## src/sv/pidps_pkg.sv

```systemverilog
`timescale 1ns / 1ps
// -----------------------------------------------------------------------------
// PID position loop package
// Shared constants, reset values and register indexes for the slew-limited
// position PID block.
// -----------------------------------------------------------------------------
package pidps_pkg;

	localparam int CFG_DATA_BITS  = 32;
	localparam int CFG_INDEX_BITS = 3;
	localparam int GAIN_BITS      = 32;
	localparam int ESUM_BITS      = 32;
	localparam int SLEW_BITS      = 8;
	localparam int FRAC_BITS      = 24;
	localparam int TOT_BITS       = 66;

	localparam logic signed [GAIN_BITS-1:0] PROP_GAIN_RST  = 32'sd13421773;
	localparam logic signed [GAIN_BITS-1:0] INTEG_GAIN_RST = 32'sd5872;
	localparam logic signed [GAIN_BITS-1:0] DERIV_GAIN_RST = 32'sd71303168;
	localparam logic [SLEW_BITS-1:0]        SLEW_LIMIT_RST = 8'd15;

	typedef enum logic [CFG_INDEX_BITS-1:0] {
		REG_SETPOINT   = 3'd0,
		REG_PROP_GAIN  = 3'd1,
		REG_INTEG_GAIN = 3'd2,
		REG_DERIV_GAIN = 3'd3,
		REG_SLEW_LIMIT = 3'd4
	} reg_idx_t;

endpackage

```

## src/sv/pidps_slew.sv

```systemverilog
`timescale 1ns / 1ps
// -----------------------------------------------------------------------------
// Slew limiter
// Limits the step of the drive against the previous drive; the previous
// drive register is also the output register.
// -----------------------------------------------------------------------------
module pidps_slew
	import pidps_pkg::*;
#(
	parameter int DRIVE_BITS = 8
) (
	input  logic                         clk,
	input  logic                         arst_n,
	input  logic                         load,
	input  logic signed [DRIVE_BITS-1:0] clamp_s4,
	input  logic [SLEW_BITS-1:0]         slew_limit,
	output logic signed [DRIVE_BITS-1:0] drive_q
);

	localparam int DW = ((DRIVE_BITS > SLEW_BITS + 1) ? DRIVE_BITS : SLEW_BITS + 1) + 2;

	logic signed [DW-1:0]         diff;
	logic signed [DW-1:0]         step;
	logic signed [DW-1:0]         limited;
	logic signed [DRIVE_BITS-1:0] next_drive;

	always_comb begin
		step = DW'($signed({1'b0, slew_limit}));
		diff = DW'(clamp_s4) - DW'(drive_q);
		if (diff > step)
			limited = DW'(drive_q) + step;
		else if (diff < -step)
			limited = DW'(drive_q) - step;
		else
			limited = DW'(clamp_s4);
		next_drive = limited[DRIVE_BITS-1:0];
	end

	always_ff @(posedge clk or negedge arst_n) begin
		if (!arst_n)
			drive_q <= '0;
		else if (load)
			drive_q <= next_drive;
	end

endmodule

```

## config.mk

```make
export PLATFORM = sky130hd
export DESIGN_NAME = pidps_slew
export DESIGN_NICKNAME = d
export VERILOG_FILES = /design/src/sv/pidps_pkg.sv /design/src/sv/pidps_slew.sv
export SDC_FILE = /design/constraint.sdc
export NUM_CORES = 1
export LEC_CHECK = 0
export ABC_AREA = 0
export BUFFER_PORTS_ARGS = -buffer_cell sky130_fd_sc_hd__buf_2
export CAP_MARGIN = 40
export CORE_MARGIN = 2
export CORE_UTILIZATION = 52
export CTS_CLUSTER_DIAMETER = 50
export CTS_CLUSTER_SIZE = 30
export DETAILED_ROUTE_END_ITERATION = 10
export PLACE_DENSITY_LB_ADDON = 0.12
export SYNTH_ARGS = -nofsm -noshare
export SYNTH_HDL_FRONTEND = slang
export SYNTH_SLANG_ARGS = --single-unit
export TNS_END_PERCENT = 10
```

## constraint.sdc

```tcl
create_clock -name clk -period 4.5 [get_ports clk]
set_clock_uncertainty 0.15 [all_clocks]
set_input_delay 0.9 -clock clk [delete_from_list [all_inputs] [get_ports clk]]
set_output_delay 0.9 -clock clk [all_outputs]
set_load 0.1 [all_outputs]
```

==> impl_metrics.ini <==
[outcome]
outcome = completed

[global_route]
grt_pass1_vias = 1769
overflow = 0
grt_start_max_net_pins = 14
grt_usage_pct = 22.8
antenna_found_initial = 0
grt_pass1_wl_mm = 7.60

[clock_network]
tritoncts = done
postCtsHoldBufs = 0
htreeDepth = 1
clock-sinks = 8
clockBufferDepth = 2
path_clk_slew_ps = 40
clk_latency_ps = 230
numCtsBuffers = 3
cts_root_buffer = clkbuf_8

[timing]
min_period_ps = 4270
setup_violations = 0
drv_slew = 0
rsz0062_at_grt = no
fin_crit_sh_pct = 94.8
setup_ws_ps = 233
fmax_mhz = 234
tightest_slew_ps = 607
hold_viol = 0
relSlewSlack_pct = 59.5
tns_ps = 0

[detailed_routing]
postRouteWirelength_mm = 4.43
drt_pass1_iterations = 5
viasPerCell = 5.58
drc_errors = 0
postRouteAntennaNets = 0
detail_route.iter0.violations = 32
via_count = 1792
wl_per_cell_um = 13.8

[setup_path]
r2r_slack_ps = 570
required_ps = 4450
crit_arrival_ps = 4210
path_max_fanout = 13
crit_type = in2reg
end_kind = flip-flop
startpoint_type = input port

[cells_and_area]
antennaDiodeCount = 0
areaGrowthSynthToFinish_pct = 13.1
final_common_cell = ha_1
largest_register_ffs = 8
top_register = drive_q
nets = 335
drive_gt1_share_pct = 17.2
reg_top3 = drive_q: 8 flops
layout_common_cells = 38 x ha_1, 31 x inv_1, 26 x buf_2, 20 x a21oi_1, 17 x xnor2_1
final_util_pct = 60.4

[synthesis]
yosys.area_share.xor_xnor_pct = 10.5
synth-simple-area-share_pct = 18.2
syn_nets = 302
synth-seq-area-share_pct = 10.4
synth.distinct_cells = 52
syn_avg_cell_area_um2 = 7.96
ys_ff_latch = 8
synthMuxAreaShare_pct = 2.08
synthCells = 242
synth_fa_ha_area_share_pct = 27.8
synth_top_family_by_area = adder cells
yosys_warnings = 0
netlist_area_um2 = 1930
synth-compound-area-share_pct = 23.6

[die]
core-area_um2 = 3610
die_x_um = 64.9
io_pins = 27
initial_core_util_pct = 53.4
die_h_um = 64.9
die-area_um2 = 4210
rows = 22

[placed_design]
port_buffers = 26
dp_slack_ps = 31.4
place_congestion = 0.815
dp_hpwl_mm = 3.82

[hold_path]
hp-class = in2async

[job]
max_cap_viol_count = 0
[cells by family (layout without fill, tap and decap cells)]
kind of cell / after synthesis / after routing
AO/OA/AOI/OAI: 66 / 66
flip-flops: 8 / 8
adder cells (fa/ha/maj): 41 / 41
buffers and inverters: 36 / 67
XOR/XNOR: 23 / 23
AND/OR/NAND/NOR: 64 / 64
multiplexers: 4 / 4
[cells in the mapped netlist, drive strengths merged]
library cell	number	area [µm²]
a31oi	1	6.26
or3	2	12.5
o21bai	5	37.5
buf	3	20.0
o21ai	10	53.8
a21boi	1	7.51
nand2b	5	31.3
nand3	5	30.0
xor2	6	52.6
nand2	12	45.0
or4	2	18.8
nor4	1	6.26
a21oi	20	100
nor4b	1	8.76
a221oi	1	8.76
or2	3	18.8
nor2	11	41.3
a211oi	6	45.0
o211ai	3	22.5
o22ai	2	12.5
and2	1	7.51
nand4	2	12.5
dfrtp	8	200
clkinv	2	7.51
nor3b	2	15.0
and3	2	12.5
o221ai	2	23.8
a311oi	1	8.76
ha	38	475
or4b	1	13.8
o21a	2	15.0
nor2b	5	31.3
xnor2	17	149
o31ai	4	43.8
inv	31	116
fa	3	60.1
mux2i	4	40.0
o211a	1	10.0
a21o	3	22.5
a2111oi	1	8.76
a31o	1	8.76
nor3	9	45.0
a211o	2	18.8
[cell type report]
cell class | instances | area (µm²)
Multi-Input combinational cell | 198 | 1580
Clock buffer | 3 | 41.3
Inverter | 33 | 124
Sequential cell | 8 | 200
Timing Repair Buffer | 31 | 168
Tap cell | 48 | 60.1
Fill cell | 349 | 1430
[final timing paths]
| kind | start | end | depth (start not counted) |
|---|---|---|---|
| max in group asynchronous | arst_n | drive_q[1] | 1 |
| max | clamp_s4[0] | drive_q[1] | 16 |
| min in group clk | drive_q[3] | drive_q[3] | 2 |
| min reg2reg | drive_q[3] | drive_q[3] | 2 |
| max reg2reg | drive_q[1] | drive_q[4] | 18 |
| min | arst_n | drive_q[6] | 1 |
[worst max-delay path, stage by stage]
cell,delay (ps)
buf_2,100
inv_1,60
ha_1,140
inv_1,50
fa_1,420
a211oi_1,450
o211ai_1,230
nand2_1,130
ha_1,260
nand2b_1,170
and3_1,180
a221oi_1,420
o31ai_4,250
and2_2,250
o22ai_1,110
mux2i_1,90
[stage by stage]
stage / instance area [µm²] / hold slack, ps / std cells
floorplan: 1930 / 454 / 242
finish: 2180 / 353 / 321
detailed placement: 2130 / 443 / 318
global route: 2180 / 362 / 321
global placement: 2130 / 446 / 318
CTS: 2170 / 354 / 321
[routing by layer]
| metal | vias up | part of all wire, % | GRT usage [%] |
|---|---|---|---|
| met5 | - | 0 | 0 |
| met4 | 0 | 1.5 | 5.59 |
| met3 | 8 | 3.1 | 2.95 |
| met2 | 37 | 48 | 41.5 |
| met1 | 813 | 47 | 28.3 |
| li1 | 934 | - | - |
[what timing repair did]
item / CTS / global route
setup endpoints to repair: 0 / 7
endpoints found under the hold margin: 0 / 0
buffers inserted: 0 / 0
resized for setup: 0 / 2
Power is not shown: default switching activity piles up to over one toggle a cycle in this logic, so the estimate is an artifact.
