<file path="src/sv/pidps_pkg.sv">
`timescale 1ns / 1ps
// -----------------------------------------------------------------------------
// PID position loop package
// Shared constants, reset values and register indexes for the slew-limited
// position PID block.
// -----------------------------------------------------------------------------
package pidps_pkg;

	localparam int CFG_DATA_BITS  = 32;
	localparam int CFG_INDEX_BITS = 3;
	localparam int GAIN_BITS      = 32;
	localparam int ESUM_BITS      = 32;
	localparam int SLEW_BITS      = 8;
	localparam int FRAC_BITS      = 24;
	localparam int TOT_BITS       = 66;

	localparam logic signed [GAIN_BITS-1:0] PROP_GAIN_RST  = 32'sd13421773;
	localparam logic signed [GAIN_BITS-1:0] INTEG_GAIN_RST = 32'sd5872;
	localparam logic signed [GAIN_BITS-1:0] DERIV_GAIN_RST = 32'sd71303168;
	localparam logic [SLEW_BITS-1:0]        SLEW_LIMIT_RST = 8'd15;

	typedef enum logic [CFG_INDEX_BITS-1:0] {
		REG_SETPOINT   = 3'd0,
		REG_PROP_GAIN  = 3'd1,
		REG_INTEG_GAIN = 3'd2,
		REG_DERIV_GAIN = 3'd3,
		REG_SLEW_LIMIT = 3'd4
	} reg_idx_t;

endpackage

</file>
<file path="src/sv/pidps_error.sv">
`timescale 1ns / 1ps
// -----------------------------------------------------------------------------
// Error stage
// Forms the error, its saturating running sum and its change since the last
// sample, and keeps the error state.
// -----------------------------------------------------------------------------
module pidps_error
	import pidps_pkg::*;
#(
	parameter int SAMPLE_BITS = 16
) (
	input  logic                          clk,
	input  logic                          arst_n,
	input  logic                          load,
	input  logic signed [SAMPLE_BITS-1:0] sample,
	input  logic signed [SAMPLE_BITS-1:0] setpoint,
	output logic signed [SAMPLE_BITS:0]   err_s1,
	output logic signed [SAMPLE_BITS+1:0] derr_s1,
	output logic signed [ESUM_BITS-1:0]   esum_s1
);

	localparam int ERR_BITS = SAMPLE_BITS + 1;
	localparam logic signed [ESUM_BITS-1:0] ESUM_MAX = {1'b0, {(ESUM_BITS-1){1'b1}}};
	localparam logic signed [ESUM_BITS-1:0] ESUM_MIN = {1'b1, {(ESUM_BITS-1){1'b0}}};

	logic signed [ERR_BITS-1:0]   error_q;
	logic signed [ESUM_BITS-1:0]  error_sum_q;
	logic signed [ERR_BITS-1:0]   err;
	logic signed [ESUM_BITS:0]    sum_wide;
	logic signed [ESUM_BITS-1:0]  sum_sat;
	logic signed [ERR_BITS:0]     derr;

	always_comb begin
		err      = ERR_BITS'(setpoint) - ERR_BITS'(sample);
		sum_wide = (ESUM_BITS+1)'(error_sum_q) + (ESUM_BITS+1)'(err);
		// The top two bits differ only when the sum has left the 32-bit range.
		if (sum_wide[ESUM_BITS] != sum_wide[ESUM_BITS-1])
			sum_sat = sum_wide[ESUM_BITS] ? ESUM_MIN : ESUM_MAX;
		else
			sum_sat = sum_wide[ESUM_BITS-1:0];
		derr = (ERR_BITS+1)'(err) - (ERR_BITS+1)'(error_q);
	end

	always_ff @(posedge clk or negedge arst_n) begin
		if (!arst_n) begin
			error_q     <= '0;
			error_sum_q <= '0;
		end else if (load) begin
			error_q     <= err;
			error_sum_q <= sum_sat;
		end
	end

	always_ff @(posedge clk) begin
		if (load) begin
			err_s1  <= err;
			derr_s1 <= derr;
			esum_s1 <= sum_sat;
		end
	end

endmodule

</file>
<file path="config.mk">
export PLATFORM = sky130hd
export DESIGN_NAME = pidps_error
export DESIGN_NICKNAME = d
export VERILOG_FILES = /design/src/sv/pidps_pkg.sv /design/src/sv/pidps_error.sv
export SDC_FILE = /design/constraint.sdc
export NUM_CORES = 1
export LEC_CHECK = 0
export ABC_AREA = 1
export BUFFER_PORTS_ARGS = -buffer_cell sky130_fd_sc_hd__buf_4
export CORE_MARGIN = 10
export CORE_UTILIZATION = 38
export CTS_BUF_LIST = sky130_fd_sc_hd__clkbuf_8
export DETAILED_ROUTE_END_ITERATION = 16
export PLACE_DENSITY = 0.54
export SETUP_SLACK_MARGIN = 0.3
export SLEW_MARGIN = 20
export SYNTH_ARGS = -nofsm -noshare
export SYNTH_HDL_FRONTEND = slang
export SYNTH_SLANG_ARGS = --single-unit
</file>
<file path="constraint.sdc">
create_clock -name clk -period 3.5 [get_ports clk]
set_clock_uncertainty 0.2 [all_clocks]
set_input_delay 0.175 -clock clk [delete_from_list [all_inputs] [get_ports clk]]
set_output_delay 0.175 -clock clk [all_outputs]
set_load 0.05 [all_outputs]
</file>
==> flow_summary.json <==
{
  "setup_slack_ns": 0.08816,
  "relSlewSlack_pct": 35.50,
  "viasPerCell": 4.747,
  "routedLengthMet1_um": 11060,
  "cp_slowest_stage_delay_ns": 0.34,
  "cp_slowest_cell": "fa_2",
  "drv_cap": 0,
  "ys_seq_area_share_pct": 41.34,
  "crit_start": "setpoint[0]",
  "synth_area_leader_cell": "edfxtp_1",
  "synth_seq_cells": 116,
  "synthArstFlopShare_pct": 42.24,
  "cts_tree": "done",
  "timing.rr.start": "error_sum_q[0]",
  "numPlacedInstances": 1546,
  "path_clk_slew_ns": 0.09,
  "drc": 0,
  "r2r_slack_ns": 0.72,
  "clk_path_buf_depth": 2,
  "critPathBufInv": 9,
  "cts-root-buf": "clkbuf_8",
  "start_kind": "input pin",
  "timing.rr.end": "esum_s1[1]",
  "wl_met3_um": 959,
  "grt_pass1_wl_um": 39580,
  "final_hold_viol_count": 0,
  "ys_warn_count": 0,
  "critical_path_depth": 31,
  "status": "completed",
  "fin_crit_sh_pct": 97.48,
  "gp_congestion": 0.8943,
  "synthesis.nets": 1101,
  "grt.overflow.total": 0,
  "antenna_found_initial": 0,
  "dp_hpwl_um": 17810,
  "grt_usage_pct": 18.55,
  "dpl_worst_slack_ns": -0.8309,
  "via_count": 7628,
  "yosys-top-cells-area": "edfxtp_1, nand2_1, dfrtp_1",
  "ff2ff_path_depth": 16,
  "grt_pass1_vias": 7745,
  "start_util_pct": 38.72,
  "crit_path_end_kind": "flip-flop",
  "wl_per_cell_um": 15.18,
  "netlist.area_leader.share_pct": 25.68,
  "design.die.area_um2": 26760,
  "worstSkewPairLatency_ns": 0.47,
  "final_cells": 1607,
  "io_buffer_count": 101,
  "rows": 52,
  "worstMarginPinSlew_ns": 0.9675,
  "tns_ns": 0,
  "fin_nets": 1427,
  "critPathArrivalTime_ns": 3.43,
  "syn_avg_cell_area_um2": 7.849,
  "core_area_um2": 20230,
  "wl_met2_um": 11950,
  "required_ns": 3.52,
  "drtIter0Drc": 357,
  "ys.flop_type": "edfxtp_1",
  "slew_violations": 0,
  "multi_input_area_um2": 5079,
  "worstSetupEndpoint": "esum_s1[1]",
  "cts_sinks": 116,
  "dr.max_layer_used": "met4",
  "drt_pass1_iterations": 5,
  "max_clock_freq_mhz": 293.1,
  "seqCellArea_um2": 3238,
  "synth_area_um2": 7834,
  "finalSetupViolCount": 0,
  "h-tree-depth": 4,
  "areaGrowthSynthToFinish_pct": 54.94,
  "cp_max_fo": 8,
  "hold_class": "input pin to async pin",
  "yosys-top-cells-count": "nand2_1, inv_1, nor2_1",
  "die_w_um": 163.6,
  "die_h_um": 163.6,
  "ant_nets": 0,
  "nFillCells": 1788,
  "path_common_cell": "nand2_2",
  "io_pins": 102,
  "syn_inst": 998,
  "path_class": "input pin to flip-flop",
  "drive_above_1_share_pct": 41.14,
  "synth_cell_types": 34,
  "finalCriticalPeriod_ns": 3.412,
  "antenna_cells": 0,
  "cts_buffers": 17,
  "yosys.cell_count.top_type": "nand2_1",
  "cp_top_family": "simple AND/OR/NAND/NOR gates",
  "grt_max_degree": 89,
  "wl_um": 24400,
  "rsz0062_at_grt": "true",
  "synth-edff-count": 67
}
## what timing repair did
action / in CTS / in global routing
resized for setup: 138 / 117
cloned: 5 / 1
hold endpoints to repair: 52 / 0
setup endpoints to repair: 66 / 71
hold buffers: 4 / 0
buffers inserted: 12 / 7
pin swaps: 39 / 64
## layer usage
layer	track usage [%]	up-vias
met2	31.88	139
met4	5.727	0
li1	-	3898
met3	3.247	31
met1	23.18	3560
met5	0	-
## through the flow
step	hold slack, ns	utilization [%]	cell area (µm²)
final	0.09578	59.99	12140
after global routing	0.1611	59.99	12140
after CTS	0.1162	57.43	11620
after detailed placement	0.08037	51.10	10340
after global placement	0.07154	51.10	10340
after floorplan	-0.3206	-	7834
## logic make-up (layout without fill, tap and decap cells)
group / after synthesis / count (layout) / share of synthesized area [%]
compound gates: 142 / 142 / 9.903
simple gates: 483 / 485 / 25.33
buf+inv: 145 / 482 / 7.363
xor+xnor: 44 / 44 / 4.919
fa+ha+maj: 68 / 68 / 11.15
flops: 116 / 116 / 41.34
## registers in the layout, indices dropped and copies added (netlist names)
register,count
derr_s1,18
err_s1,17
error_q,17
error_sum_q,32
esum_s1,32
## cells in the final DEF (no fill, tap or decap), types with 6 or more instances in the layout
cell | netlist | final
o21ai_0 | 46 | 35
buf_4 | 2 | 302
edfxtp_1 | 67 | 67
nand3_2 | 0 | 6
ha_1 | 65 | 39
nor2_1 | 75 | 60
ha_4 | 0 | 25
xnor2_1 | 9 | 8
a21oi_1 | 62 | 40
dfrtp_1 | 49 | 49
nand2_1 | 333 | 255
nand2_4 | 3 | 24
nor2_2 | 1 | 10
inv_2 | 0 | 7
xor2_1 | 35 | 34
nand3b_1 | 9 | 9
nand3_1 | 33 | 25
o21bai_1 | 9 | 9
a31oi_1 | 17 | 13
clkbuf_8 | 0 | 17
o21ai_2 | 0 | 8
a21oi_2 | 1 | 18
nor2_4 | 1 | 8
nand2_2 | 11 | 64
inv_1 | 128 | 120
## how the worst min path moves through the flow
stage               slack, ns   start         endpoint  cells after the start
floorplan               -0.32  arst_n       error_q[0]                      0
global placement         0.07  arst_n  error_sum_q[23]                      1
detailed placement       0.08  arst_n  error_sum_q[25]                      1
CTS                      0.12  arst_n  error_sum_q[27]                      2
global route             0.16  arst_n  error_sum_q[27]                      2
finish                    0.1  arst_n  error_sum_q[27]                      2
## final cells by class
class	count	area share [%]
clock buffers	17	1.928
repair buffers	322	21.43
multi-input cells	739	41.84
well taps	270	2.783
inverters	128	4.041
clock inverters	15	1.299
flip-flops and latches	116	26.68
Power is left out: the tool's default activity adds up to more than one toggle a clock period on the data nets, which glitch-free logic cannot reach.
