**config.mk**
```make
export PLATFORM = sky130hd
export DESIGN_NAME = pidps_regs
export DESIGN_NICKNAME = d
export VERILOG_FILES = /design/src/sv/pidps_pkg.sv /design/src/sv/pidps_regs.sv
export SDC_FILE = /design/constraint.sdc
export NUM_CORES = 1
export LEC_CHECK = 0
export ABC_AREA = 1
export BUFFER_PORTS_ARGS = -buffer_cell sky130_fd_sc_hd__buf_2
export CORE_MARGIN = 2
export CORE_UTILIZATION = 50
export DETAILED_ROUTE_END_ITERATION = 6
export PLACE_DENSITY = 0.87
export SLEW_MARGIN = 20
export SYNTH_ARGS = -nofsm -noshare
export SYNTH_HDL_FRONTEND = slang
export SYNTH_SLANG_ARGS = --single-unit
export TNS_END_PERCENT = 50
```
**constraint.sdc**
```tcl
create_clock -name clk -period 0.85 [get_ports clk]
set_clock_uncertainty 0.05 [all_clocks]
set_input_delay 0.1275 -clock clk [delete_from_list [all_inputs] [get_ports clk]]
set_output_delay 0.1275 -clock clk [all_outputs]
set_load 0.02 [all_outputs]
```
**src/sv/pidps_pkg.sv**
```systemverilog
`timescale 1ns / 1ps
// -----------------------------------------------------------------------------
// PID position loop package
// Shared constants, reset values and register indexes for the slew-limited
// position PID block.
// -----------------------------------------------------------------------------
package pidps_pkg;

	localparam int CFG_DATA_BITS  = 32;
	localparam int CFG_INDEX_BITS = 3;
	localparam int GAIN_BITS      = 32;
	localparam int ESUM_BITS      = 32;
	localparam int SLEW_BITS      = 8;
	localparam int FRAC_BITS      = 24;
	localparam int TOT_BITS       = 66;

	localparam logic signed [GAIN_BITS-1:0] PROP_GAIN_RST  = 32'sd13421773;
	localparam logic signed [GAIN_BITS-1:0] INTEG_GAIN_RST = 32'sd5872;
	localparam logic signed [GAIN_BITS-1:0] DERIV_GAIN_RST = 32'sd71303168;
	localparam logic [SLEW_BITS-1:0]        SLEW_LIMIT_RST = 8'd15;

	typedef enum logic [CFG_INDEX_BITS-1:0] {
		REG_SETPOINT   = 3'd0,
		REG_PROP_GAIN  = 3'd1,
		REG_INTEG_GAIN = 3'd2,
		REG_DERIV_GAIN = 3'd3,
		REG_SLEW_LIMIT = 3'd4
	} reg_idx_t;

endpackage

```
**src/sv/pidps_regs.sv**
```systemverilog
`timescale 1ns / 1ps
// -----------------------------------------------------------------------------
// Configuration registers
// Setpoint, the three loop gains and the slew limit, written by index.
// -----------------------------------------------------------------------------
module pidps_regs
	import pidps_pkg::*;
#(
	parameter int SAMPLE_BITS = 16
) (
	input  logic                          clk,
	input  logic                          arst_n,
	input  logic                          cfg_write,
	input  logic [CFG_INDEX_BITS-1:0]     cfg_index,
	input  logic [CFG_DATA_BITS-1:0]      cfg_data,
	output logic signed [SAMPLE_BITS-1:0] setpoint,
	output logic signed [GAIN_BITS-1:0]   prop_gain,
	output logic signed [GAIN_BITS-1:0]   integ_gain,
	output logic signed [GAIN_BITS-1:0]   deriv_gain,
	output logic [SLEW_BITS-1:0]          slew_limit
);

	logic signed [SAMPLE_BITS-1:0] setpoint_q;
	logic signed [GAIN_BITS-1:0]   prop_gain_q;
	logic signed [GAIN_BITS-1:0]   integ_gain_q;
	logic signed [GAIN_BITS-1:0]   deriv_gain_q;
	logic [SLEW_BITS-1:0]          slew_limit_q;

	always_ff @(posedge clk or negedge arst_n) begin
		if (!arst_n) begin
			setpoint_q   <= '0;
			prop_gain_q  <= PROP_GAIN_RST;
			integ_gain_q <= INTEG_GAIN_RST;
			deriv_gain_q <= DERIV_GAIN_RST;
			slew_limit_q <= SLEW_LIMIT_RST;
		end else if (cfg_write) begin
			case (reg_idx_t'(cfg_index))
				REG_SETPOINT:   setpoint_q   <= $signed(cfg_data[SAMPLE_BITS-1:0]);
				REG_PROP_GAIN:  prop_gain_q  <= $signed(cfg_data[GAIN_BITS-1:0]);
				REG_INTEG_GAIN: integ_gain_q <= $signed(cfg_data[GAIN_BITS-1:0]);
				REG_DERIV_GAIN: deriv_gain_q <= $signed(cfg_data[GAIN_BITS-1:0]);
				REG_SLEW_LIMIT: slew_limit_q <= cfg_data[SLEW_BITS-1:0];
				default: ;
			endcase
		end
	end

	assign setpoint   = setpoint_q;
	assign prop_gain  = prop_gain_q;
	assign integ_gain = integ_gain_q;
	assign deriv_gain = deriv_gain_q;
	assign slew_limit = slew_limit_q;

endmodule

```
==> key figures <==
Status
  – Status: complete, but fails checks
  – Failing checks: setup timing

Synthesis
  – Biggest area consumer among synthesized cells: dfrtp_1
  – Synthesis-stage register bit count: 120
  – Synth top area cells: dfrtp_1 (49%), nand2_1 (22%), dfstp_2 (14%)
  – Post-synth top area share: 0.490
  – Synthesized cell area: 4800 sq um
  – Cells after synthesis: 529
  – Syn nets: 567
  – Distinct cells, synth: 12
  – Syn Area/Cell: 9.07 sq um
  – Register area share after synthesis: 0.633
  – Synth warnings: 0

GRT
  – Global-route wire length before repair: 25,000 um
  – Vias in the first global route: 4,983
  – Initial antenna violation count: 0
  – Total global routing overflow: 0
  – Largest net degree at the start of global routing: 34
  – Total track usage: 0.320

Final layout
  – Most common cell after layout, fill and taps aside: nand2_1
  – Final nets: 798
  – Commonest non-fill, non-tap cells in the layout: nand2_1 (272), buf_6 (97), dfrtp_1 (94)
  – Area Overhead vs Synth: 59.5%
  – Number of diodes: 0
  – Share of cells above drive strength 1: 0.364

Pwr
  – Pleak: 4.10 nW
  – Sw Pwr: 6.93 mW
  – P_int: 14.9 mW
  – Logic gate share of total power: 0.275
  – Power per Cell Area: 2850 nW/um^2
  – Clock Power Share: 0.364
  – Sequential share of power: 0.361
  – Switching Fraction: 0.318
  – Maximum vdd drop: 1.81 mV

Floorplanning
  – Die area: 10,400 sq um
  – Cell row count: 35
  – Die width: 102 um
  – I/O pin total: 158
  – Initial core utilization: 0.517
  – Die height: 102 um
  – Core area: 9280 sq um

Clock tree
  – # clock sinks: 120
  – Clock root buffer: clkbuf_8
  – Worst-path clk slew: 0.06 ns
  – Maximum root-to-sink buffer count: 2
  – H-Tree Depth: 4
  – CTS tree: done
  – Worst-Skew Late Latency: 0.51 ns
  – Cts bufs inserted: 17
  – # hold bufs at CTS: 33

Setup path
  – Crit path buffers/inverters: 1
  – Kind of cell adding the most delay to the critical path: flip-flops
  – Crit-path cells: buf_6
  – Crit path max fanout: 2
  – Worst Reg-to-Reg Cells: 3
  – CP peak stage delay: 0.56 ns
  – Worst setup SP type: flip-flop
  – Setup CP Type: reg -> out
  – Slowest-stage cell, CP: dfstp_2
  – WP depth: 1
  – Required @ worst endpoint: 0.67 ns
  – Crit end category: primary output
  – Worst EP arrival: 1.19 ns

Drt
  – Drt first-iter violations: 307
  – Pre-antenna DRT Iters: 7
  – Vias per inst: 5.52
  – DRC: 0
  – Total Wirelength: 17,300 um
  – Routed Antenna Nets: 0
  – Vias: 4,983
  – DR WL/cell: 19.2 um

Place
  – Routability cong.: 0.905
  – Dpl hpwl: 9240 um
  – Port bufs: 157

STA
  – Fin Setup TNS: -48.61 ns
  – Max-slew violations: 0
  – Tcrit/Tclk final: 1.61
  – Final min period: 1.37 ns
  – Final setup vio count: 124
  – Worst-Margin Slew: 0.395 ns
  – Worst slew margin: 0.737
  – Final setup margin: -0.518 ns
  – WHS: 0.00181 ns
  – Max frequency: 0.731 GHz
  – Hold Fails Final Rpt: 0
  – RSZ-0062 raised after global routing: true

Job
  – Max_cap viols: 0

Worst hold path
  – Worst Hold Class: in -> async
through the flow:
| step | power, mW | cell area (sq um) | cells | setup slack (ns) | utilization |
|---|---|---|---|---|---|
| 6_report | 21.8 | 7650 | 902 | -0.518 | 0.824 |
| 3_5_place_dp | 11.8 | 5810 | 806 | -0.456 | 0.626 |
| 2_1_floorplan | 10.0 | 4830 | 529 | -0.00560 | - |
| 4_1_cts | 20.9 | 7300 | 886 | -0.533 | 0.786 |
| 3_3_place_gp | 11.7 | 5810 | 806 | -0.348 | 0.626 |
| 5_1_grt | 22.6 | 7650 | 902 | -0.556 | 0.824 |
synth_stat cells, drive strengths merged:
cell,count
nand2,280
dfrtp,94
nand3,88
buf,30
dfstp,26
inv,5
nor2,5
clkinv,1
cell families (layout without fill, tap and decap cells):
logic type | count (synthesis) | count (layout) | share of synthesized area
buffers and inverters | 36 | 280 | 0.0459
flip-flops | 120 | 120 | 0.633
AND/OR/NAND/NOR | 373 | 373 | 0.321
final cells by class:
cell class                      instances  area (sq um)
Sequential cell                       120          3040
Timing Repair Buffer                  242          2190
Fill cell                             482          1630
Multi-Input combinational cell        373          1580
Clock buffer                           17           414
Clock inverter                         15           236
Tap cell                              129           161
Inverter                                6          30.0
power by group through the flow:
stage	clock network (mW)	logic [mW]	registers (mW)
after floorplan	0	1.04	8.96
after global placement	0	4.07	7.60
after detailed placement	0	4.19	7.64
after CTS	7.99	5.21	7.71
after global routing	8.32	6.35	7.93
final	7.94	5.99	7.86
layer usage:
| layer | up-vias | GRT usage | share of wire |
|---|---|---|---|
| li1 | 2132 | - | - |
| met1 | 2396 | 0.381 | 0.35 |
| met2 | 376 | 0.546 | 0.51 |
| met3 | 79 | 0.0951 | 0.10 |
| met4 | 0 | 0.129 | 0.042 |
| met5 | - | 0.00962 | 0 |
worst reg2reg max path: cells and delay by family, from the launching register on:
kind,cells,cell delay [ns]
DFF,1,0.41
buffers and inverters,1,0.15
and+or+nand+nor,2,0.14
sequential cells by signal (all words and copies together) (netlist names):
| name | cells |
|---|---|
| slew_limit | 8 |
| setpoint | 16 |
| deriv_gain | 32 |
| integ_gain | 32 |
| prop_gain | 32 |
worst paths after layout:
path / start / endpoint / slack [ns]
max: integ_gain[4]$_DFFE_PN1P_ / integ_gain[4] / -0.52
min: arst_n / integ_gain[18]$_DFFE_PN0P_ / 0.002
max reg2reg: prop_gain[30]$_DFFE_PN0P_ / prop_gain[30]$_DFFE_PN0P_ / -0.01
min reg2reg: prop_gain[0]$_DFFE_PN1P_ / prop_gain[0]$_DFFE_PN1P_ / 0.42
max in group asynchronous: arst_n / deriv_gain[0]$_DFFE_PN0P_ / 0.23
min in group clk: cfg_index[1] / slew_limit[0]$_DFFE_PN1P_ / 0.07
repair_timing:
| action | CTS | global route |
|---|---|---|
| hold endpoints to repair | 240 | 5 |
| pin swaps | 0 | 1 |
| buffers inserted | 15 | 16 |
| gates cloned | 0 | 0 |
| gates resized for setup | 128 | 72 |
| endpoints found under the setup margin | 121 | 133 |
Note: power is estimated with default switching activity, not from simulation.
