File: src/sv/pidps_pkg.sv
`timescale 1ns / 1ps
// -----------------------------------------------------------------------------
// PID position loop package
// Shared constants, reset values and register indexes for the slew-limited
// position PID block.
// -----------------------------------------------------------------------------
package pidps_pkg;

	localparam int CFG_DATA_BITS  = 32;
	localparam int CFG_INDEX_BITS = 3;
	localparam int GAIN_BITS      = 32;
	localparam int ESUM_BITS      = 32;
	localparam int SLEW_BITS      = 8;
	localparam int FRAC_BITS      = 24;
	localparam int TOT_BITS       = 66;

	localparam logic signed [GAIN_BITS-1:0] PROP_GAIN_RST  = 32'sd13421773;
	localparam logic signed [GAIN_BITS-1:0] INTEG_GAIN_RST = 32'sd5872;
	localparam logic signed [GAIN_BITS-1:0] DERIV_GAIN_RST = 32'sd71303168;
	localparam logic [SLEW_BITS-1:0]        SLEW_LIMIT_RST = 8'd15;

	typedef enum logic [CFG_INDEX_BITS-1:0] {
		REG_SETPOINT   = 3'd0,
		REG_PROP_GAIN  = 3'd1,
		REG_INTEG_GAIN = 3'd2,
		REG_DERIV_GAIN = 3'd3,
		REG_SLEW_LIMIT = 3'd4
	} reg_idx_t;

endpackage

File: src/sv/pidps_drive.sv
`timescale 1ns / 1ps
// -----------------------------------------------------------------------------
// Drive sum and clamp
// Adds the three terms, drops the fraction with truncation toward zero and
// clamps the result to the drive limit.
// -----------------------------------------------------------------------------
module pidps_drive
	import pidps_pkg::*;
#(
	parameter int SAMPLE_BITS = 16,
	parameter int DRIVE_LIMIT = 127,
	parameter int DRIVE_BITS  = 8
) (
	input  logic                                    clk,
	input  logic                                    load_s3,
	input  logic                                    load_s4,
	input  logic signed [SAMPLE_BITS+GAIN_BITS:0]   p_s2,
	input  logic signed [ESUM_BITS+GAIN_BITS-1:0]   i_s2,
	input  logic signed [SAMPLE_BITS+GAIN_BITS+1:0] d_s2,
	output logic signed [DRIVE_BITS-1:0]            clamp_s4
);

	localparam int Q_BITS = TOT_BITS - FRAC_BITS;
	localparam logic signed [TOT_BITS-1:0] ROUND_BIAS =
		TOT_BITS'((64'(1) << FRAC_BITS) - 64'(1));
	localparam logic signed [Q_BITS-1:0] POS_LIMIT = Q_BITS'(DRIVE_LIMIT);
	localparam logic signed [Q_BITS-1:0] NEG_LIMIT = -Q_BITS'(DRIVE_LIMIT);

	logic signed [TOT_BITS-1:0] total_s3;
	logic signed [TOT_BITS-1:0] biased;
	logic signed [Q_BITS-1:0]   quot;
	logic signed [DRIVE_BITS-1:0] clamped;

	always_ff @(posedge clk) begin
		if (load_s3)
			total_s3 <= TOT_BITS'(p_s2) + TOT_BITS'(i_s2) + TOT_BITS'(d_s2);
	end

	always_comb begin
		// A negative total is biased up so the arithmetic shift rounds toward zero.
		biased = total_s3 + (total_s3[TOT_BITS-1] ? ROUND_BIAS : '0);
		quot   = biased[TOT_BITS-1:FRAC_BITS];
		if (quot > POS_LIMIT)
			clamped = DRIVE_BITS'(DRIVE_LIMIT);
		else if (quot < NEG_LIMIT)
			clamped = -DRIVE_BITS'(DRIVE_LIMIT);
		else
			clamped = quot[DRIVE_BITS-1:0];
	end

	always_ff @(posedge clk) begin
		if (load_s4)
			clamp_s4 <= clamped;
	end

endmodule

File: config.mk
export PLATFORM = sky130hd
export DESIGN_NAME = pidps_drive
export DESIGN_NICKNAME = d
export VERILOG_FILES = /design/src/sv/pidps_pkg.sv /design/src/sv/pidps_drive.sv
export SDC_FILE = /design/constraint.sdc
export NUM_CORES = 1
export LEC_CHECK = 0
export BUFFER_PORTS_ARGS = -buffer_cell sky130_fd_sc_hd__buf_2
export CAP_MARGIN = 20
export CORE_MARGIN = 3
export CORE_UTILIZATION = 35
export DETAILED_ROUTE_END_ITERATION = 6
export HOLD_SLACK_MARGIN = 0.08
export PLACE_DENSITY = 0.55
export SYNTH_ARGS = -nofsm -noshare
export SYNTH_HDL_FRONTEND = slang
export SYNTH_SLANG_ARGS = --single-unit
File: constraint.sdc
create_clock -name clk -period 4.3 [get_ports clk]
set_clock_uncertainty 0.2 [all_clocks]
set_input_delay 0.215 -clock clk [delete_from_list [all_inputs] [get_ports clk]]
set_output_delay 0.215 -clock clk [all_outputs]
set_load 0.005 [all_outputs]
==> results of run 1 <==
what timing repair did:
action	in CTS	in global routing
endpoints found under the setup margin	0	10
buffers inserted	0	2
hold endpoints to repair	8	0
hold buffers	1	0
gates resized for setup	0	10
per-stage QoR:
stage	instance area, sq um	total power, mW
floorplan	8860	2.87
global placement	10400	3.60
detailed placement	10400	3.61
CTS	10700	4.44
global route	10800	4.82
finish	10800	4.42
synthesized netlist by cell type (all sizes together) (17+ instances only):
master  instances
a21oi          78
inv            35
o21ai          55
xor2           22
fa             65
nand2          68
and3           23
nor2           61
nand4          25
a21o           43
xnor2          45
edfxtp         74
nor2b          17
nand3          35
ha             87
routing by layer:
| metal | wire (um) | vias to the layer above | global-route usage, % |
|---|---|---|---|
| met3 | 841 | 18 | 1.77 |
| met2 | 9560 | 179 | 25.2 |
| met1 | 11200 | 3582 | 24.1 |
| met4 | 146 | 0 | 2.59 |
| met5 | 0 | - | 0 |
| li1 | - | 3943 | - |
cell type report:
cell class                      count  area, sq um
Clock buffer                       10          229
Clock inverter                      6         88.8
Fill cell                        2439        13800
Inverter                           35          131
Multi-Input combinational cell    803         6460
Sequential cell                    74         2220
Tap cell                          324          405
Timing Repair Buffer              222         1250
cells by family after synthesis:
logic type / share of synthesized area, %
and+or+nand+nor: 17.4
AOI/OAI and AO/OA: 21.1
adders and majority gates: 27.0
DFF: 25.1
xor gates and xnor gates: 6.62
buffers and inverters: 2.51
muxes: 0.226
registers in the layout (all words and copies together) (netlist names):
| register | cells |
|---|---|
| clamp_s4 | 8 |
| total_s3 | 66 |
power by group through the flow:
stage | clock, mW | sequential [mW] | combinational [mW]
after detailed placement | 0 | 1.28 | 2.33
after global placement | 0 | 1.28 | 2.32
final | 0.806 | 1.26 | 2.35
after global routing | 0.860 | 1.29 | 2.67
after floorplan | 0 | 1.22 | 1.64
after CTS | 0.826 | 1.26 | 2.35
worst register-to-register path, cell delays in order, from the launching register on:
cell       delay, ps
edfxtp_1         410
buf_12           190
ha_1             380
nand4_2          130
or3_1            430
a2111oi_2        350
or2_4            270
buf_4            140
nand2_4           40
xor2_1           140
or4_4            540
nor4_4           370
o21ai_0          180
final timing paths:
| kind | startpoint | end | slack [ps] |
|---|---|---|---|
| max | total_s3[65]$_DFFE_PP_ | clamp_s4[0]$_SDFFCE_PP1P_ | 250 |
| min reg2reg | total_s3[26]$_DFFE_PP_ | clamp_s4[2]$_SDFFCE_PN1P_ | 610 |
| min | d_s2[1] | total_s3[1]$_DFFE_PP_ | 150 |
| max reg2reg | total_s3[65]$_DFFE_PP_ | clamp_s4[0]$_SDFFCE_PP1P_ | 250 |
==> out/metrics.csv, run 1 <==
metric,value,unit
crit_type,reg2reg,
rsz0062_at_grt,false,
vias,7722,
clkPwrFrac,18.2,%
slowest_stage,or4_4,
relSlewSlack,47.8,%
worstSetupEndpointType,flop,
clock_path_buffers,2,
cts_root_buffer,clkbuf_16,
async_flop_share,0,%
fin_util,43.8,%
yosys-top-cells-area,"edfxtp_1 25%, fa_1 15%, ha_1 12%, xnor2_1 4.4%, a21oi_1 4.4%",
synth_ff_type,edfxtp_1,
finalHoldViolations,0,
fin_crit,4050,ps
critPathRequiredTime,4150,ps
clk_latency,340,ps
synthDistinctLibCells,75,
dp_hpwl,18200,um
antenna_cells,0,
cp.depth,12,
layout_common_cells,"173 x buf_2, 87 x ha_1, 78 x a21oi_1, 74 x edfxtp_1, 67 x nand2_1",
reg2regPathDepth,12,
max_slew.worst_pin.slew,783,ps
grt_pass1_wl,36000,um
htree_levels,3,
ys_warn_count,0,
place_ws,-253,ps
fin_ws,247,ps
antenna_found_initial,0,
maxCapViolations,0,
cp_num_buf_inv,2,
grt.total_usage,16.0,%
fin_crit_sh,94.3,%
grt_max_degree,37,
final_common_cell,buf_2,
antenna_left,0,
avgSynthCellArea,9.52,sq um
crit_fanout,26,
cp_top_family,simple AND/OR/NAND/NOR gates,
synth_top_cell_by_area,edfxtp_1,
clock_sinks,74,
power_density,410,nW/um^2
area_growth,21.7,%
swShare,39.5,%
leakage,4.66,nW
fp-row-count,57,
fp.coreArea,24600,sq um
synthesis.area,8860,sq um
fp.dieW,165,um
clk_pin_slew,60,ps
max_stage_delay,540,ps
io_pins,174,
start_kind,flop,
hold_path_class,in2reg,
first_pass_iters,5,
first_global_vias,7529,
p_int,2.67,mW
drt_iter0_markers,422,
path_cells,"buf_12, ha_1, nand4_2, or3_1, a2111oi_2, or2_4, buf_4, nand2_4, xor2_1, or4_4, nor4_4, o21ai_0",
dpl.cell_count,1455,
power_frac_seq,28.6,%
fmax,247,MHz
syn-num-nets,1249,
ir_drop,0.177,mV
setup_tns,0,ps
holdWs,155,ps
drc_errors,0,
yosysSeqAreaShare,25.1,%
final_max_slew_viol_count,0,
min_path_cells,3,
setup_viol,0,
nets,1463,
netlist_instances,931,
synth-edff-count,74,
vias_per_cell,5.24,
drive_above_1_share,22.6,%
status,"complete, no violations",
wire_per_inst,14.7,um
grt_overflow,0,
synth.top_cell.area_share,25.1,%
arrival,3910,ps
synth-seq-cells,74,
cts_made_buffers,9,
stdcell_count,1474,
place.gp.congestion,0.858,
cts_tree,done,
power_frac_comb,53.2,%
io_buffers,173,
dieArea,27300,sq um
finalWirelength,21700,um
die_y,165,um
initial_core_util,36.0,%
p_switching,1.75,mW
(Power assumes the default switching activity.)
==> inputs of run 2 (changes only) <==
BUFFER_PORTS_ARGS = -buffer_cell sky130_fd_sc_hd__clkbuf_2   (was -buffer_cell sky130_fd_sc_hd__buf_2)
==> out/metrics.csv, run 2 (synthesis results as in run 1) <==
metric,value,unit
fmax,248,MHz
holdWs,163,ps
place_ws,-104,ps
relSlewSlack,43.7,%
stdcell_count,1471,
fin_util,43.5,%
clock_path_buffers,2,
power_density,405,nW/um^2
layout_common_cells,"173 x clkbuf_2, 87 x ha_1, 77 x a21oi_1, 74 x edfxtp_1, 67 x nand2_1",
grt_overflow,0,
finalWirelength,22000,um
fp.coreArea,24600,sq um
wire_per_inst,15.0,um
grt_pass1_wl,36900,um
area_growth,20.9,%
reg_top3,"total_s3 (66), clamp_s4 (8)",
io_buffers,173,
fin_crit_sh,93.9,%
leakage,4.67,nW
io_pins,174,
setup_viol,0,
antenna_cells,0,
initial_core_util,36.0,%
final_max_slew_viol_count,0,
fin_crit,4040,ps
fp-row-count,57,
fillers,2487,
cts_tree,done,
grt.total_usage,16.4,%
finalHoldViolations,0,
cts_made_buffers,9,
worstSetupEndpointType,flop,
clk_pin_slew,60,ps
fin_ws,264,ps
status,"complete, no violations",
grt_max_degree,38,
crit_fanout,26,
setup_tns,0,ps
vias_per_cell,5.26,
first_global_vias,7702,
regMostFlops,total_s3,
dp_hpwl,18700,um
max_slew.worst_pin.slew,845,ps
htree_levels,3,
dpl.cell_count,1454,
rsz0062_at_grt,false,
dieArea,27300,sq um
first_pass_iters,5,
cts_root_buffer,clkbuf_16,
drt_iter0_markers,462,
clock_sinks,74,
vias,7733,
drive_above_1_share,22.0,%
critPathRequiredTime,4170,ps
antenna_left,0,
largest_reg_flops,66,
drc_errors,0,
final_common_cell,clkbuf_2,
nets,1460,
arrival,3910,ps
die_y,165,um
reg2regPathDepth,13,
crit_type,reg2reg,
ir_drop,0.238,mV
hold_path_class,in2reg,
place.gp.congestion,0.883,
antenna_found_initial,0,
maxCapViolations,0,
min_path_cells,3,
start_kind,flop,
fp.dieW,165,um
clk_latency,340,ps
==> run 2: worst paths after layout <==
path	startpoint	end	slack, ps
worst max-delay path	total_s3[65]$_DFFE_PP_	clamp_s4[2]$_SDFFCE_PN1P_	260
worst min-delay path	d_s2[1]	total_s3[1]$_DFFE_PP_	160
worst max register to register	total_s3[65]$_DFFE_PP_	clamp_s4[2]$_SDFFCE_PN1P_	260
worst min register to register	total_s3[28]$_DFFE_PP_	clamp_s4[4]$_SDFFCE_PN1P_	630
==> run 2: per-layer routing <==
layer / share of wire, % / vias to the layer above / GRT usage [%]
met3: 4.5 / 12 / 1.95
met2: 44 / 175 / 25.7
li1: - / 3943 / -
met4: 0.64 / 0 / 2.52
met5: 0 / - / 0
met1: 51 / 3603 / 24.8
==> run 2: per-stage QoR <==
step                power, mW  cell area (sq um)
floorplan                2.87               8860
global placement         3.61              10400
detailed placement       3.62              10400
CTS                      4.37              10700
global route             4.72              10700
finish                   4.34              10700
==> run 2: critical path, cell delays in order (launching register included) <==
cell and delay [ps]:
edfxtp_1 410, buf_12 190, ha_1 360, a2111oi_4 440, a22o_1 250, a2111oi_2 70, or2_4 340, buf_4 180
a31oi_1 240, nor2_1 70, a211o_1 270, or3_1 420, o21ai_4 210, a21oi_1 110
==> run 2: repair_timing <==
action                                  4_1_cts  5_1_grt
endpoints found under the hold margin         8        0
resized for setup                             0        6
hold buffers                                  1        0
endpoints found under the setup margin        0       11
buffers inserted                              0        0
==> run 2: final cells by class <==
type	instances	area (sq um)	area share, %
multi-input combinational	803	6440	60.1
sequential	74	2220	20.7
timing repair buffer	219	1230	11.4
tap	324	405	3.79
clock buffer	11	233	2.17
inverter	35	131	1.23
clock inverter	5	55.1	0.514
==> run 2: power breakdown <==
group          total, mW  internal (mW)  switching, mW
clock              0.721          0.447          0.274
combinational       2.35           1.05           1.30
sequential          1.27           1.11          0.165
==> inputs of run 3 (changes only) <==
MAX_ROUTING_LAYER = met4   (was not set)
==> out/metrics.csv, run 3 (synthesis results as in run 1) <==
metric,value,unit
power_density,406,nW/um^2
vias_per_cell,5.25,
max_slew.worst_pin.slew,887,ps
fin_crit,4050,ps
maxCapViolations,0,
setup_viol,0,
clk_pin_slew,60,ps
ir_drop,0.201,mV
critPathRequiredTime,4180,ps
grt_pass1_wl,36600,um
leakage,4.70,nW
grt_overflow,0,
relSlewSlack,40.8,%
setup_tns,0,ps
rr_startpoint,total_s3[65]$_DFFE_PP_,
wire_per_inst,14.9,um
antenna_cells,0,
reg_top3,"total_s3 (66), clamp_s4 (8)",
drive_above_1_share,22.5,%
fin_total_pwr,4.36,mW
clock_path_buffers,2,
io_pins,174,
fin_crit_sh,94.2,%
largest_reg_flops,66,
htree_levels,3,
start_kind,flop,
io_buffers,173,
fp.dieW,165,um
antenna_found_initial,0,
grt_max_degree,35,
regMostFlops,total_s3,
crit_fanout,26,
rsz0062_at_grt,false,
reg2regPathDepth,12,
cts_tree,done,
crit_type,reg2reg,
fp.coreArea,24600,sq um
first_pass_iters,5,
r2r-end,clamp_s4[1]$_SDFFCE_PN1P_,
final_max_slew_viol_count,0,
fp-row-count,57,
ff2ff_setup_slack,250,ps
fmax,247,MHz
nets,1466,
hold_path_class,in2reg,
finalWirelength,22000,um
antenna_left,0,
layout_common_cells,"173 x clkbuf_2, 87 x ha_1, 78 x a21oi_1, 74 x edfxtp_1, 67 x nand2_1",
vias,7747,
arrival,3940,ps
clk_latency,340,ps
worstHoldStart,d_s2[1],
finalHoldViolations,0,
cts_root_buffer,clkbuf_16,
first_global_vias,7615,
drt_iter0_markers,496,
worstSetupEndpointType,flop,
status,"complete, no violations",
clock_sinks,74,
dieArea,27300,sq um
cts_made_buffers,9,
grt.total_usage,16.9,%
min_path_cells,3,
drc_errors,0,
place.gp.congestion,0.889,
die_y,165,um
dp_hpwl,18600,um
final_common_cell,clkbuf_2,
initial_core_util,36.0,%
whs_endpoint,total_s3[1]$_DFFE_PP_,
area_growth,21.4,%
run 3: timing repair:
item | in CTS | in global routing
gates resized for setup | 0 | 4
setup buffers | 0 | 0
setup endpoints to repair | 0 | 7
hold endpoints to repair | 8 | 0
hold buffers | 1 | 0
run 3: where the power goes:
part / internal, mW / switching, mW / leakage (nW) / total [mW]
clock network: 0.448 / 0.295 / 0.143 / 0.742
logic: 1.06 / 1.29 / 3.84 / 2.35
registers: 1.11 / 0.161 / 0.722 / 1.27
total: 2.62 / 1.75 / 4.70 / 4.36
run 3: cell type report:
type	count	area, sq um
clock buffers	9	225
well taps	324	405
multi-input cells	803	6430
clock inverters	7	68.8
fillers	2463	13800
inverters	35	131
repair buffers	225	1270
flip-flops and latches	74	2220
run 3: worst max path at each step:
stage	from	to	slack, ps	cells after the start
floorplan	total_s3[65]$_DFFE_PP_	clamp_s4[2]$_SDFFCE_PN1P_	150	11
global placement	p_s2[8]	total_s3[58]$_DFFE_PP_	-100	15
detailed placement	p_s2[11]	total_s3[58]$_DFFE_PP_	-90	15
CTS	total_s3[65]$_DFFE_PP_	clamp_s4[0]$_SDFFCE_PP1P_	140	12
global route	p_s2[8]	total_s3[42]$_DFFE_PP_	4	15
finish	total_s3[65]$_DFFE_PP_	clamp_s4[1]$_SDFFCE_PN1P_	250	12
run 3: routing by layer:
layer / wire length, um / global-route usage (%) / vias to the layer above / part of all wire, %
li1: - / - / 3942 / -
met1: 11200 / 24.5 / 3604 / 51
met2: 9580 / 25.7 / 180 / 44
met3: 962 / 2.05 / 21 / 4.4
met4: 210 / 3.20 / 0 / 0.95
met5: 0 / - / - / 0
run 3: critical path: stages (launching register included):
cell and delay [ps]:
edfxtp_1 410, buf_12 190, ha_1 370, nand4_2 140, or3_1 430, a2111oi_2 280
nor2_1 120, or4_1 580, xor2_2 260, o2111a_1 280, nand4_1 180, o21ai_4 240
nand2_1 100
run 3: per-stage QoR:
stage	utilization [%]	worst slack (ps)	hold WS (ps)	std cells	area, sq um
floorplan	-	152	127	931	8860
global placement	42.4	-97.6	387	1460	10400
detailed placement	42.4	-88.7	378	1460	10400
CTS	43.6	142	154	1477	10700
global route	43.7	4.40	163	1477	10800
finish	43.7	248	156	1477	10800
